--- src/hw/rtl/tiw_pkg.sv ---
package tiw_pkg;

  localparam int unsigned TABLE_DEPTH_DEF = 256;
  localparam int unsigned VALUE_WIDTH_DEF = 32;

  localparam int unsigned XW         = 32;
  localparam int unsigned IDX_W      = 9;
  localparam int unsigned OUT_IDX_W  = 8;
  localparam int unsigned SLOT_W     = 8;
  localparam int unsigned QIDX_W     = 9;
  localparam int unsigned DIFF_W     = XW + 1;
  localparam int unsigned MAX_PTS    = 4;
  localparam int unsigned NFACT      = MAX_PTS - 1;
  localparam int unsigned SCHEME_W   = 3;
  localparam int unsigned POINTS_W   = 9;
  localparam int unsigned M_W        = 3;
  localparam int unsigned CFG_IDX_W  = 2;
  localparam int unsigned CFG_DATA_W = 9;

  localparam logic signed [XW-1:0] ONE_Q24 = 32'sh0100_0000;
  localparam logic signed [XW-1:0] W_MAX   = 32'sh7FFF_FFFF;
  localparam logic signed [XW-1:0] W_MIN   = 32'sh8000_0000;

  localparam logic [POINTS_W-1:0] POINTS_RESET = 9'd2;

  typedef enum logic [SCHEME_W-1:0] {
    SCHEME_FLOOR,
    SCHEME_CEIL,
    SCHEME_LINEAR,
    SCHEME_QUADRATIC,
    SCHEME_CUBIC
  } scheme_e;

  typedef enum logic {
    MODE_LOAD,
    MODE_QUERY
  } mode_e;

  typedef enum logic [CFG_IDX_W-1:0] {
    REG_SCHEME,
    REG_POINTS
  } reg_e;

  typedef struct packed {
    logic [XW-1:0]                 x;
    logic [MAX_PTS-1:0][XW-1:0]    pts;
    logic [IDX_W-1:0]              lo;
    logic [IDX_W-1:0]              nm1;
    logic [M_W-1:0]                m;
    logic                          unit;
    logic                          step;
  } stencil_t;

  typedef struct packed {
    logic [NFACT-1:0][DIFF_W-1:0]  nd;
    logic [NFACT-1:0][DIFF_W-1:0]  dd;
    logic [OUT_IDX_W-1:0]          idx;
    logic                          unit;
    logic                          comp;
    logic                          last;
  } witem_t;

endpackage

--- src/hw/rtl/tiw_seq.sv ---
module tiw_seq (
  input  logic                clk_i,
  input  logic                rst_ni,
  input  tiw_pkg::stencil_t   st_i,
  input  logic                st_valid_i,
  input  logic                en_i,
  output logic                st_take_o,
  output tiw_pkg::witem_t     wi_o,
  output logic                wi_valid_o
);
  import tiw_pkg::*;

  logic [1:0]        j_q, jj;
  logic              issue, lastj;
  witem_t            wi_q, wi_d;
  logic [XW-1:0]     pj, pick;
  logic [IDX_W:0]    psum;
  logic [IDX_W-1:0]  c;
  logic              in_use;
  logic [2:0]        o;

  assign issue     = st_valid_i && en_i;
  assign lastj     = ({1'b0, j_q} == (st_i.m - M_W'(1)));
  assign st_take_o = issue && lastj;

  always_comb begin
    jj = (st_i.m == M_W'(2)) ? 2'd1 : j_q;
    case (jj)
      2'd0:    pj = st_i.pts[0];
      2'd1:    pj = st_i.pts[1];
      2'd2:    pj = st_i.pts[2];
      default: pj = st_i.pts[3];
    endcase

    wi_d      = '0;
    wi_d.unit = st_i.unit;
    wi_d.comp = (st_i.m == M_W'(2)) && (j_q == 2'd0);
    wi_d.last = lastj;

    for (int i = 0; i < NFACT; i++) begin
      if (2'(i) < jj) begin
        o    = 3'(i);
        pick = st_i.pts[i];
      end else begin
        o    = 3'(i + 1);
        pick = st_i.pts[i + 1];
      end
      in_use = o < st_i.m;
      if (in_use) begin
        wi_d.nd[i] = {st_i.x[XW-1], st_i.x} - {pick[XW-1], pick};
        wi_d.dd[i] = {pj[XW-1], pj} - {pick[XW-1], pick};
      end else begin
        wi_d.nd[i] = DIFF_W'(1);
        wi_d.dd[i] = DIFF_W'(1);
      end
    end

    psum = {1'b0, st_i.lo} + (IDX_W + 1)'(j_q);
    if (st_i.unit) begin
      c = st_i.lo;
      if (st_i.step && st_i.x != st_i.pts[0] && st_i.lo < st_i.nm1) begin
        c = st_i.lo + IDX_W'(1);
      end
    end else if (psum > {1'b0, st_i.nm1}) begin
      c = st_i.nm1;
    end else begin
      c = psum[IDX_W-1:0];
    end
    wi_d.idx = c[OUT_IDX_W-1:0];
  end

  always_ff @(posedge clk_i) begin
    if (en_i && issue) begin
      wi_q <= wi_d;
    end
  end

  always_ff @(posedge clk_i or negedge rst_ni) begin
    if (!rst_ni) begin
      j_q        <= '0;
      wi_valid_o <= 1'b0;
    end else if (en_i) begin
      wi_valid_o <= issue;
      if (issue) begin
        j_q <= lastj ? 2'd0 : j_q + 2'd1;
      end
    end
  end

  assign wi_o = wi_q;

endmodule

--- config.mk ---
export PLATFORM = sky130hd
export DESIGN_NAME = tiw_seq
export DESIGN_NICKNAME = d
export VERILOG_FILES = /design/src/hw/rtl/tiw_pkg.sv /design/src/hw/rtl/tiw_seq.sv
export SDC_FILE = /design/constraint.sdc
export NUM_CORES = 1
export LEC_CHECK = 0
export ABC_CLOCK_PERIOD_IN_PS = 13400
export BUFFER_PORTS_ARGS = -buffer_cell sky130_fd_sc_hd__buf_2
export CORE_MARGIN = 2
export CORE_UTILIZATION = 50
export CTS_CLUSTER_DIAMETER = 30
export DETAILED_ROUTE_END_ITERATION = 8
export GPL_TIMING_DRIVEN = 0
export PLACE_DENSITY_LB_ADDON = 0.3
export SLEW_MARGIN = 10
export SYNTH_ARGS = -nofsm -noshare
export SYNTH_HDL_FRONTEND = slang
export SYNTH_SLANG_ARGS = --single-unit
--- constraint.sdc ---
create_clock -name clk_i -period 13.4 [get_ports clk_i]
set_input_delay 4.02 -clock clk_i [delete_from_list [all_inputs] [get_ports clk_i]]
set_output_delay 4.02 -clock clk_i [all_outputs]
set_load 0.03 [all_outputs]
; After elaboration in Yosys (flattened, before gate mapping)
; Index checks and enable logic that the tools add are counted.
[word_totals]
ff_bits = 212
inputBits = 187
out_inout_bits = 211
wordCells = 56
[op_classes]
n_addsub = 10
n_lt_le_gt_ge = 8
n_eq_ne = 5
muxes = 12
n_reduce_logical = 9
[ops]
columns = op, n
row1 = 32-bit by 32-bit subtractor with 33-bit output, 6
row2 = 32-bit two-way mux, 3
row3 = 32-bit case mux with 3 select lines, 1
row4 = 32-bit inequality test, 1
row5 = 8-bit two-way mux, 3
row6 = 9-bit by 2-bit adder with 10-bit output, 1
row7 = 10-bit by 9-bit > comparator with 1-bit output, 1
row8 = 3-bit < comparator, 3
row9 = 9-bit < comparator, 1
row10 = "8-bit by 1-bit adder with 8-bit output, second input constant", 1
row11 = 1-bit logical AND, 6
row12 = 2-bit two-way mux, 3
row13 = 2-bit logical NOT, 2
row14 = "1-bit by 2-bit < comparator with 1-bit output, first input constant", 2
row15 = 2-bit by 3-bit equality test with 1-bit output, 1
row16 = "3-bit by 2-bit equality test with 1-bit output, second input constant", 1
row17 = "3-bit by 1-bit subtractor with 3-bit output, second input constant", 1
row18 = "2-bit by 1-bit adder with 2-bit output, second input constant", 1
row19 = "2-bit by 1-bit equality test with 1-bit output, second input constant", 1
row20 = "2-bit equality test, second input constant", 1
row21 = "2-bit < comparator, first input constant", 1
row22 = 1-bit two-way mux, 2
row23 = 2-bit AND reduction, 1

; Logic depth before layout (Yosys ltp)
; Gate-level depths: netlist of run 1.
[logic_depth]
depth_word = 5
mapped_depth = 26
depth_no_buf = 22

; Worst setup path after synthesis of run 1
; OpenSTA, ideal clock, no wires.
[synth_path]
path_type = input-to-output
start = input st_i[2] (netlist name)
end = output st_take_o
arrival_time_ps = 5743
t_required_ps = 9380
path_slack_ps = 3637
cell_stages = 5
n_path_buf = 1
path_cell_list = clkbuf_1 -> inv_1 -> ha_1 -> xnor2_1 -> nor4_1
[synth_between]
elab_chain_len = 3
[synth_lines]
columns = item, line_no
row1 = start: declaration, tiw_seq.sv:4  ; input tiw_pkg::stencil_t st_i,
row2 = 3-bit by 1-bit subtractor with 3-bit output, tiw_seq.sv:23  ; assign lastj = ({1'b0, j_q} == (st_i.m - M_W'(1)));
row3 = 2-bit by 3-bit equality test with 1-bit output, tiw_seq.sv:23
row4 = 1-bit logical AND, tiw_seq.sv:24  ; assign st_take_o = issue && lastj;
row5 = end: declaration, tiw_seq.sv:7  ; output logic st_take_o,
; No other way between the ends.

; Final worst setup path of run 1
[layout_path]
start = input st_i[2] (netlist name)
end = register wi_q, in the netlist wi_o[204], data pin
[layout_between]
elab_chain_len = 5
elab_cells_between_ends = 7
cone_classes = 1 x add/sub / 2 x order compare / 1 x eq/ne / 3 x mux
[layout_lines]
columns = item, line_no
row1 = 3-bit by 2-bit equality test with 1-bit output, tiw_seq.sv:27  ; jj = (st_i.m == M_W'(2)) ? 2'd1 : j_q;
row2 = 2-bit two-way mux, tiw_seq.sv:27
row3 = 2-bit < comparator, tiw_seq.sv:41  ; if (2'(i) < jj) begin
row4 = 32-bit two-way mux / 1-bit two-way mux (equally long branches), tiw_seq.sv:41
row5 = 32-bit by 32-bit subtractor with 33-bit output / 3-bit < comparator (equally long branches), "tiw_seq.sv:50, tiw_seq.sv:48"
row6 = end signal: assignment, tiw_seq.sv:74  ; wi_q <= wi_d;
row7 = end: declaration, tiw_seq.sv:15  ; witem_t wi_q, wi_d;
; Parallel ways exist; a longest one is shown, timed or not.
; A chain may end at the register's enable or synchronous reset.

==> metrics.yaml, run 1 <==
hold_viol: 0
htree_levels: 2
yosysSeqAreaShare: 0.3131
period_share: 0.8251
powerDensity_mw_per_mm2: 256.4
antenna_found_initial: 13
cpPeakStageDelay_ns: 0.88
fin_skew_ns: 0.02559
drt_iter0_drc: 2249
io_buffer_count: 395
crit_start: "st_i[2]"
cpMostUsedCell: "a21oi_1"
synth_seq_cells: 212
core-area_sq_mm: 0.03991
syn-num-nets: 2580
ios: 398
r2r_setup_slack_ns: 5.74
root_buffer: "clkbuf_16"
worst_pin_slew_ns: 1.322
cp-start-kind: "primary input"
cp_max_fo: 10
route.detailed.drc: 0
routed_wl_mm: 84.84
ctsHoldBuffers: 0
async_reset_ff_frac: 0.01415
rr_startpoint: "j_q[1]$_DFFE_PN0P_"
cts_buffers: 50
end_kind: "flop"
cts_setup_buffers: 0
cp.arrival_ns: 11.39
vias_per_cell: 6.316
netlist_area_sq_mm: 0.02028
clock_latency_ns: 0.62
synth-edff-count: 209
status: "finished, final reports clean"
ant_nets: 0
start_util: 0.5082
route.vias.total: 20300
dieHeight_um: 205.4
criticalPathCategory: "in -> reg"
slowest_stage: "buf_1"
gp_congestion: 1.055
grt_pass1_wl_mm: 122.2
r2r-end: "wi_o[204]$_SDFFCE_PP0P_"
postSynthAreaPerCell_sq_um: 9.267
rsz0062_at_grt: "false"
cts.clk_slew.worst_paths_ns: 0.05
num_rows: 73
total_power_mw: 6.350
peakVddDrop_v: 0.0001490
synth_cells: 2189
grt_usage: 0.3948
drt_first_pass_iters: 6
r2r_cells: 24
maxCapViolations: 0
setup_tns_ns: 0
yosys_warnings: 0
die_w_um: 205.4
worst_ep_required_time_ns: 13.73
synth.distinct_cells: 107
hp-class: "reg -> reg"
leakagePower_nw: 10.98
drive_gt1_frac: 0.2221
setup_viol_count_final: 0
ctsResizeCount: 0
synth_top_flop_cell: "edfxtp_1"
wl_per_cell_um: 26.40
grt_pass1_vias: 19380
cts_tree: "yes"
grt_max_degree: 111
cts.sinks: 212
fin_nets: 3029
max_freq_ghz: 0.09044
finalMaxSlewViolations: 0
clk_path_buf_depth: 3
endpoint: "wi_o[204]$_SDFFCE_PP0P_"
min_period_ns: 11.06
dieArea_sq_mm: 0.04220
dpl.hpwl_mm: 68.03
max_slew_margin: 0.1188
grt-ovfl-total: 0
area_delta_synth_final_pct: 22.08
-- metal layers --
metal,GRT usage,vias up,part of all wire
li1,-,9107,-
met1,0.5367,9720,0.41
met2,0.5964,1250,0.43
met3,0.09091,214,0.11
met4,0.1804,8,0.048
met5,0,-,0.00060
-- area by class of cell --
class	instances	area, sq um
inverters	82	315.3
well taps	525	656.9
multi-input cells	1825	13310
diodes	10	25.02
repair buffers	397	2016
clock inverters	36	481.7
plain buffers	70	321.6
clock buffers	57	1287
fillers	3372	15150
flip-flops and latches	212	6351
-- through the flow --
stage / setup WS, ns / instance area (sq um) / cells / hold slack [ns] / util
6_report: 2.343 / 24760 / 3214 / 0.5244 / 0.6204
4_1_cts: 2.506 / 24740 / 3204 / 0.5252 / 0.6198
3_5_place_dp: 1.904 / 22970 / 3111 / 0.5190 / 0.5755
2_1_floorplan: 3.637 / 20280 / 2189 / 0.6540 / -
3_3_place_gp: 1.999 / 22920 / 3109 / 0.5064 / 0.5742
5_1_grt: 2.039 / 24750 / 3210 / 0.5797 / 0.6202
-- critical path: cells and delay by family --
| kind | cells | cell delay (ns) |
|---|---|---|
| buffers and inverters | 6 | 2.33 |
| adders and majority gates | 3 | 0.90 |
| xor gates and xnor gates | 1 | 0.16 |
| AOI/OAI and AO/OA | 10 | 3.13 |
| and+or+nand+nor | 6 | 0.82 |
-- how the worst min path moves through the flow --
stage                            from                     end  slack (ns)  depth (start not counted)
2_1_floorplan  wi_valid_o$_DFFE_PN0P_  wi_valid_o$_DFFE_PN0P_        0.65                          2
3_3_place_gp   wi_valid_o$_DFFE_PN0P_  wi_valid_o$_DFFE_PN0P_        0.51                          2
3_5_place_dp   wi_valid_o$_DFFE_PN0P_  wi_valid_o$_DFFE_PN0P_        0.52                          2
4_1_cts        wi_valid_o$_DFFE_PN0P_  wi_valid_o$_DFFE_PN0P_        0.53                          2
5_1_grt        wi_valid_o$_DFFE_PN0P_  wi_valid_o$_DFFE_PN0P_        0.58                          2
6_report       wi_valid_o$_DFFE_PN0P_  wi_valid_o$_DFFE_PN0P_        0.52                          2
-- where the power goes --
group / switching (mW) / internal, mW / total (mW)
Clock: 0.436 / 0.836 / 1.27
Sequential: 0.0499 / 1.01 / 1.06
Combinational: 2.58 / 1.44 / 4.01
-- registers in the layout, indices dropped and copies added, names as in the netlist --
register	count
wi_o	209
j_q	2
wi_valid_o	1
-- kinds of logic after synthesis --
family,synth area share
adders and majority gates,0.1325
DFF,0.3131
muxes,0.06353
AOI/OAI and AO/OA,0.2190
xor gates and xnor gates,0.09154
buffers and inverters,0.03103
and+or+nand+nor,0.1493
-- placed cells by master (no fill, tap or decap), drive strengths merged, types with 53 or more instances in the layout --
cell    netlist  layout
buf          30     427
nor2        252     252
edfxtp      209     209
ha          197     197
a21oi       176     176
xor2        111     111
nand2       109     109
o21ai       108     108
xnor2        98      98
clkbuf       40      97
a21o         93      93
mux2i        90      90
inv          81      88
o22ai        53      53
-- cells in the mapped netlist (39+ instances only) --
| library cell | count | share of area |
|---|---|---|
| nor3_1 | 41 | 0.010 |
| a21o_1 | 93 | 0.034 |
| inv_1 | 80 | 0.015 |
| xor2_1 | 110 | 0.047 |
| o21ai_0 | 86 | 0.021 |
| nor2_1 | 249 | 0.046 |
| ha_1 | 197 | 0.12 |
| a21oi_1 | 169 | 0.042 |
| nor2b_1 | 44 | 0.014 |
| nand2_1 | 106 | 0.020 |
| o22ai_1 | 52 | 0.016 |
| edfxtp_1 | 209 | 0.31 |
| mux2i_1 | 88 | 0.043 |
| xnor2_1 | 97 | 0.042 |
| clkbuf_1 | 39 | 0.0072 |
No activity file was read; power rests on OpenSTA's default activity.
==> inputs of run 2 (changes only) <==
Settings changed: ABC_AREA set to 1, ABC_CLOCK_PERIOD_IN_PS 13400 to 10430.
Clock period 13.4 ns to 10.43 ns, I/O delays scaled along.
==> run 2 against run 1 <==
Worst setup slack better by 0.35 ns. Utilization is 1.9 points lower. Die area is 11% higher. First-iteration DRC count is 42% higher. Design area is 7.6% higher. Sequential share of layout area is 1.8 points lower. Synthesized cell count is 52% higher. Synthesized area is 11% higher. Non-clock buffer count is 10 lower. Clock skew is 0.018 ns lower. Register-to-register slack worse by 0.68 ns. Global-route usage is 3.8 points higher. Critical path type unchanged. Critical endpoint is now wi_o[40]$_SDFFCE_PP0P_. Largest cell class unchanged. Highest routed layer unchanged.
==> metrics.yaml, run 2 <==
status: "finished, final reports clean"
routed_wl_mm: 103.7
async_reset_ff_frac: 0.01415
synth_seq_cells: 212
htree_levels: 2
io_buffer_count: 397
synth_cells: 3335
globalRouteMet1Util: 0.5553
core-area_sq_mm: 0.04432
hold_viol: 0
multi_input_area_sq_mm: 0.01416
area_delta_synth_final_pct: 18.47
synth.distinct_cells: 58
synth_area_leader_cell: "edfxtp_1"
route.detailed.drc: 0
vias_per_cell: 5.932
cts.sinks: 212
ios: 398
ctsResizeCount: 0
final_util: 0.6011
clkPwrFrac: 0.144
worst_ep_required_time_ns: 10.79
fin_nets: 4168
criticalPathCategory: "in -> reg"
start_util: 0.5074
cp.arrival_ns: 8.09
switching_share: 0.5630
min_period_ns: 7.737
grt_max_degree: 123
gp_congestion: 1.126
finalMaxSlewViolations: 0
grt_pass1_vias: 23810
yosysMostFrequentCell: "nand2_1"
post_dp_cell_area_sq_mm: 0.02525
cts_buffers: 42
synth-edff-count: 209
route.vias.total: 26260
final_common_cell: "nand2_1"
setup_tns_ns: 0
synth.top_cells.by_count: "nand2_1, inv_1, a21oi_1"
fillers: 4231
cp-start-kind: "primary input"
pwr-share-comb: 0.703
clk_path_buf_depth: 3
met2_usage: 0.6688
grt.busiest_layer: "met2"
grt_pass1_wl_mm: 149.1
yosysSeqAreaShare: 0.2824
dpl.hpwl_mm: 86.74
final_cell_mix: "nand2_1, inv_1, buf_2, a21oi_1, nor2_1"
synth_top_flop_cell: "edfxtp_1"
hp-class: "reg -> reg"
ctsHoldBuffers: 0
clock_latency_ns: 0.57
antenna_found_initial: 23
drive_gt1_frac: 0.1444
cp_max_fo: 10
die_w_um: 216.1
syn-num-nets: 3726
root_buffer: "clkbuf_16"
largest_reg_flops: 209
postSynthAreaPerCell_sq_um: 6.743
powerDensity_mw_per_mm2: 330.0
synth_top_area_frac: 0.2791
ant_nets: 0
end_kind: "flop"
period_share: 0.7418
dieHeight_um: 216.1
max_freq_ghz: 0.1292
pre_cts_ws_ns: 2.378
leakagePower_nw: 13.13
fin_skew_ns: 0.007177
netlist_area_sq_mm: 0.02249
wl_per_cell_um: 23.43
setup_viol_count_final: 0
rsz0062_at_grt: "false"
cts_setup_buffers: 0
cts_tree: "yes"
seq_area_sq_mm: 0.006351
cts.clk_slew.worst_paths_ns: 0.05
peakVddDrop_v: 0.0002043
drt_first_pass_iters: 8
num_rows: 77
fin_area_sq_mm: 0.02664
worst_pin_slew_ns: 1.295
synthTopCellsByArea: "edfxtp_1, nand2_1, ha_1, a21oi_1, inv_1"
dieArea_sq_mm: 0.04669
grt_usage: 0.4325
timing.final.ws_setup_ns: 2.693
drt_iter0_drc: 3202
pwr-share-seq: 0.152
yosys_warnings: 0
grt-ovfl-total: 0
max_slew_margin: 0.1276
use_met3: 0.1009
power_switching_mw: 4.949
maxCapViolations: 0
internal_power_mw: 3.841
-- run 2: cell families after synthesis --
logic type      count (synthesis)  synth area share
simple gates                 1500            0.2772
fa+ha+maj                     204            0.1158
mux                             9          0.004006
compound gates                848            0.2114
buf+inv                       507           0.08774
xor+xnor                       55           0.02142
flops                         212            0.2824
-- run 2: worst max-delay path, cell delays in order --
cell and delay (ns):
buf_2 0.12, inv_1 0.12, ha_1 0.25, nand2_4 0.15, nand3_4 0.12, buf_2 0.27, clkbuf_1 0.51, clkbuf_1 0.48
o21ai_0 0.16, inv_1 0.27, ha_1 0.34, a21o_1 0.17, a21oi_1 0.18, nor2_1 0.06, o21ai_0 0.44, nand2_1 0.27
nand2_1 0.11, nand2_1 0.11, nand2_1 0.09, nand2_2 0.10, nand2_1 0.09, nand3_1 0.12, nand2_1 0.10, nand2_1 0.05
nor2_1 0.27
-- run 2: metrics by stage --
stage	hold WS, ns	power [mW]	cells
global placement	0.5126	7.273	4324
detailed placement	0.5464	7.279	4325
floorplan	0.6540	5.444	3335
global route	0.5948	9.394	4414
finish	0.5499	8.791	4427
CTS	0.5559	8.592	4402
-- run 2: path summary, 6_finish.rpt --
check,slack [ns],from,depth (start not counted),end
worst max-delay path,2.69,st_i[2],25,wi_o[40]$_SDFFCE_PP0P_
worst max register to register,5.06,j_q[0]$_DFFE_PN0P_,21,wi_o[40]$_SDFFCE_PP0P_
min in group asynchronous,2.37,rst_ni,1,wi_valid_o$_DFFE_PN0P_
max in group asynchronous,7.91,rst_ni,1,j_q[0]$_DFFE_PN0P_
worst min-delay path,0.55,wi_valid_o$_DFFE_PN0P_,2,wi_valid_o$_DFFE_PN0P_
worst min register to register,0.55,wi_valid_o$_DFFE_PN0P_,2,wi_valid_o$_DFFE_PN0P_
-- run 2: area by class of cell --
| class | instances | area share |
|---|---|---|
| tap | 592 | 0.02780 |
| sequential | 212 | 0.2384 |
| clock inverter | 27 | 0.008877 |
| multi-input combinational | 2616 | 0.5317 |
| inverter | 448 | 0.06340 |
| clock buffer | 50 | 0.04095 |
| antenna | 25 | 0.002348 |
| timing repair buffer | 398 | 0.07562 |
| buffer | 59 | 0.01094 |
-- run 2: power by group through the flow --
stage	Combinational [mW]	Sequential [mW]	Clock, mW
finish	6.18	1.34	1.27
global route	6.73	1.35	1.32
CTS	5.98	1.34	1.28
detailed placement	5.93	1.35	0
global placement	5.92	1.35	0
floorplan	3.75	1.69	0
-- run 2: routing by layer --
| layer | share of wire | up-vias |
|---|---|---|
| li1 | - | 12260 |
| met5 | 0.00059 | - |
| met1 | 0.39 | 12060 |
| met2 | 0.43 | 1590 |
| met3 | 0.11 | 341 |
| met4 | 0.064 | 10 |
